$ cat src/rtl/core/lbcq_ram.sv
// ----------------------------------------------------------------------------
// lbcq_ram
// Generic single-write, single-read RAM with registered read data.
// ----------------------------------------------------------------------------
module lbcq_ram #(
   parameter int WIDTH = 8,
   parameter int DEPTH = 64
) (
   input  logic                     clock,
   input  logic                     wr_en,
   input  logic [$clog2(DEPTH)-1:0] wr_addr,
   input  logic [WIDTH-1:0]         wr_data,
   input  logic                     rd_en,
   input  logic [$clog2(DEPTH)-1:0] rd_addr,
   output logic [WIDTH-1:0]         rd_data
);

   logic [WIDTH-1:0] mem_ff [DEPTH];
   logic [WIDTH-1:0] rd_data_ff;

   always_ff @(posedge clock) begin
      if (wr_en) begin
         mem_ff[wr_addr] <= wr_data;
      end
      if (rd_en) begin
         rd_data_ff <= mem_ff[rd_addr];
      end
   end

   assign rd_data = rd_data_ff;

endmodule

$ cat config.mk
export PLATFORM = sky130hd
export DESIGN_NAME = lbcq_ram
export DESIGN_NICKNAME = d
export VERILOG_FILES = /design/src/rtl/core/lbcq_ram.sv
export SDC_FILE = /design/constraint.sdc
export NUM_CORES = 1
export LEC_CHECK = 0
export ABC_AREA = 1
export BUFFER_PORTS_ARGS = -buffer_cell sky130_fd_sc_hd__clkbuf_2
export CORE_MARGIN = 2
export CORE_UTILIZATION = 60
export CTS_BUF_LIST = sky130_fd_sc_hd__clkbuf_8
export CTS_CLUSTER_SIZE = 16
export DETAILED_ROUTE_END_ITERATION = 16
export PLACE_DENSITY_LB_ADDON = 0.1
export SLEW_MARGIN = 40
export SYNTH_ARGS = -nofsm -noshare
export SYNTH_HDL_FRONTEND = slang
export SYNTH_SLANG_ARGS = --single-unit
$ cat constraint.sdc
create_clock -name clock -period 6.17 [get_ports clock]
set_input_delay 1.851 -clock clock [delete_from_list [all_inputs] [get_ports clock]]
set_output_delay 1.851 -clock clock [all_outputs]
set_load 0.02 [all_outputs]
# --- After elaboration in Yosys (flattened, before gate mapping) ---
# Memory sizes are Yosys's and may differ from the RTL's. A register that Yosys moved wholly into a read port is not among the register bits.
# Index checks and enable logic that the tools add are counted.
word_totals:
  register_bits: 0
  latchBits: 0
  mem_bits_rw: 512
  mem_bits_ro: 0
  inputBits: 23
  word_cells: 3
  memories: 1
op_classes:
  add_sub_neg: 0
  mul: 0
  div: 0
  magnitude_cmp: 0
  eq_ne: 0
  shift: 0
  mux: 2
  bitwise_logic: 0
  n_reduce_logical: 0
memory_table:
  columns: ["name", "depth", "word_bits", "read_ports", "rd_clocked_by_memory_dff", "wr", "line_no", "text"]
  rows:
  - ["mem_ff", 64, 8, 1, 1, 1, "18", "logic [WIDTH-1:0] mem_ff [DEPTH];"]
ops:
  columns: ["cell", "n"]
  rows:
  - ["$mux 1", 2]

# --- Logic depth before layout (Yosys ltp) ---
logic_depth:
  word_depth: 2
  mapped_depth: 12

# --- Worst setup path after synthesis ---
# OpenSTA, ideal clock, no wires.
synth_timing:
  path_type: "input -> register"
  startpoint: "input wr_en"
  endpoint: "memory mem_ff[48][0], enable pin"
  setup_time_ps: 395
  arrival_ps: 3222
  t_required_ps: 5775
  slack_ps: 2553
  path_stages: 3
  path_cell_list: "clkbuf_1 > nand4_1 > nor4_1"
synth_via:
  elab_chain_len: 2
synth_rtl:
  columns: ["element", "line_no", "text"]
  rows:
  - ["from (decl)", "10", "input logic wr_en,"]
  - ["$mux 1", "22", "if (wr_en) begin"]
  - ["$mux 1 (not written as such)", "23", "mem_ff[wr_addr] <= wr_data;"]
  - ["to (decl)", "18", null]
# No other way between the ends.

==> impl_metrics.tcl <==
set metrics [dict create \
    status "complete, no violations" \
    ys_warn_count 0 \
    clock_skew_ns 0.0386 \
    dpl.hpwl_um 29000 \
    hold_path.class "reg -> reg" \
    cts_max_path_buffers 3 \
    cts_setup_buffers 0 \
    clkTransAtPathRegs_ns 0.06 \
    start_kind "input port" \
    yosys.area.top_type "edfxtp_1" \
    syn_to_final_growth_pct 7.82 \
    initial_utilization 0.605 \
    critPathTopFamily "buffers and inverters" \
    gp_congestion 0.881 \
    synth.distinct_cells 15 \
    cap_violations 0 \
    synth-seq-area-share 0.729 \
    intPower_w 0.00533 \
    cts_made_buffers 80 \
    syn_inst 1805 \
    grt_util_met2 0.456 \
    antenna_left 0 \
    path_buf_inv 3 \
    die_y_um 193 \
    critPathMaxFanout 96 \
    die_w_um 193 \
    core_um2 35400 \
    p_seq_frac 0.565 \
    setup_violations 0 \
    drt_iter0_markers 1637 \
    dieArea_um2 37200 \
    arrival_ns 4.37 \
    synth_seq_cells 520 \
    ctsResizeCount 0 \
    path_cells "buf_6 -> inv_6 -> buf_4 -> nand2_1 -> nand3_1 -> nand3_1 -> nand2_1 -> nand2_1 -> nand3_1 -> nand3_1 -> nand2_1" \
    timing.fmax_mhz 258 \
    post-route-util 0.652 \
    globalRouteMet1Util 0.414 \
    ys.flop_type "edfxtp_1" \
    postLayoutCellArea_um2 23100 \
    rsz0062_at_grt "no" \
    nets 1858 \
    cts_tree "built" \
    synth.most_common_cell "nand2_1" \
    io_buffers 30 \
    combPwrFrac 0.064 \
    drc_errors 0 \
    dp.cells 2210 \
    vias_per_cell 5.93 \
    relSlewSlack 0.417 \
    instances_no_fill 2355 \
    synth_top_area_frac 0.729 \
    placed_area_um2 21600 \
    worst_pin_slew_ns 0.872 \
    cp_slowest_cell "buf_4" \
    grt_start_max_net_pins 150 \
    htreeDepth 3 \
    cts_hold_buf 0 \
    p_clk_frac 0.371 \
    met3_usage 0.0529 \
    endpoint_kind "flop" \
    finalCritPeriodShare 0.629 \
    grt_pass1_vias 13299 \
    top_usage_layer "met2" \
    fin_crit_ns 3.88 \
    num_rows 69 \
    clk-insertion-delay-late_ns 0.65 \
    worst-endpoint-required_ns 6.65 \
    finalHoldViolCount 0 \
    switchingPower_w 0.00163 \
    cts_sinks 520 \
    grt_usage 0.291 \
    tns_ns 0 \
    critical_path_class "in -> reg" \
    grt_pass1_wl_um 79200 \
    syn-cell-area_um2 21400 \
    synth_edf_count 520 \
    switching_share 0.234 \
    syn_avg_cell_area_um2 11.9 \
    ys_top_cells_by_count "nand2_1 (648), edfxtp_1 (520), nand3_1 (439)" \
    wl_per_cell_um 22.3 \
    layout-drive-gt1-share 0.0909 \
    async_flop_share 0 \
    drtPass1Iterations 5 \
    power_density_nw_per_um2 301 \
    cts_root_buf "clkbuf_8" \
    vdd.ir_drop.worst_v 0.000211 \
    ios 31 \
    via_count 13960 \
    synthTopCellsByArea "edfxtp_1 (73%), nand2_1 (11%), nand3_1 (10%), buf_6 (1.8%), nor2_1 (0.98%)" \
    totalWireLength_um 52600 \
    grt_overflow 0 \
    power.leakage_nw 8.40 \
    slowest_delay_ns 0.63 \
    synth_nets 1828 \
    antenna_found_initial 0 \
    drv_slew 0 \
]
[power groups by stage]
stage	clock, W	combinational (W)	sequential, W
floorplan	0	0.000275	0.00400
global placement	0	0.000436	0.00401
detailed placement	0	0.000441	0.00401
CTS	0.00261	0.000442	0.00393
global route	0.00277	0.000489	0.00393
finish	0.00258	0.000449	0.00393
[through the flow]
step                total power, W  hold WS, ns  worst slack (ns)
floorplan                  0.00428        0.797              2.55
global placement           0.00444        0.885              1.70
detailed placement         0.00445        0.886              1.72
CTS                        0.00698        0.901              2.36
global route               0.00719        0.971              2.14
finish                     0.00696        0.900              2.29
[kinds of logic (layout without fill, tap and decap cells)]
group | count (synthesis) | after routing | share of synthesized area
buffers and inverters | 125 | 213 | 0.0401
flip-flops | 520 | 520 | 0.729
other | 0 | 1 | 0
AND/OR/NAND/NOR | 1160 | 1160 | 0.231
[metal layers]
metal  part of all wire  routed length [µm]
met1               0.42               22100
met2               0.48               25000
met3              0.079                4140
met4              0.026                1360
met5                  0                   0
[sequential cells by signal, summed over array words and instances (netlist names)]
register,cells
mem_ff,512
rd_data,8
[cells in the final DEF, fill, tap and decap left out, types with 3 or more instances in the layout]
cell,instances
buf_12,3
buf_4,23
buf_6,7
clkbuf_2,28
clkbuf_8,85
clkinv_1,15
clkinv_2,7
edfxtp_1,520
inv_1,38
nand2_1,648
nand3_1,439
nand4_1,9
nor2_1,44
nor2_2,12
nor4_1,8
[final cells by class]
cell class | count | area [µm²]
Antenna cell | 1 | 2.50
Clock buffer | 85 | 1170
Clock inverter | 55 | 249
Fill cell | 2713 | 12300
Inverter | 12 | 52.6
Multi-Input combinational cell | 1160 | 4980
Sequential cell | 520 | 15600
Tap cell | 461 | 577
Timing Repair Buffer | 61 | 452
[final timing paths]
check,from,to,slack (ns),cells after the start
worst max register to register,mem_ff[39][0],rd_data[0],4.56,8
worst max-delay path,rd_addr[0],rd_data[6],2.29,11
worst min-delay path,mem_ff[22][1],rd_data[1],0.90,8
worst min register to register,mem_ff[22][1],rd_data[1],0.90,8
[worst min-delay path, cell delays in order, from the launching register on]
cell	delay, ns
edfxtp_1	0.32
nand2_1	0.05
nand3_1	0.06
nand3_1	0.07
nand2_1	0.07
nand2_1	0.05
nand3_1	0.06
nand3_1	0.07
nand2_1	0.06
Power figures use the tool's default switching activity.
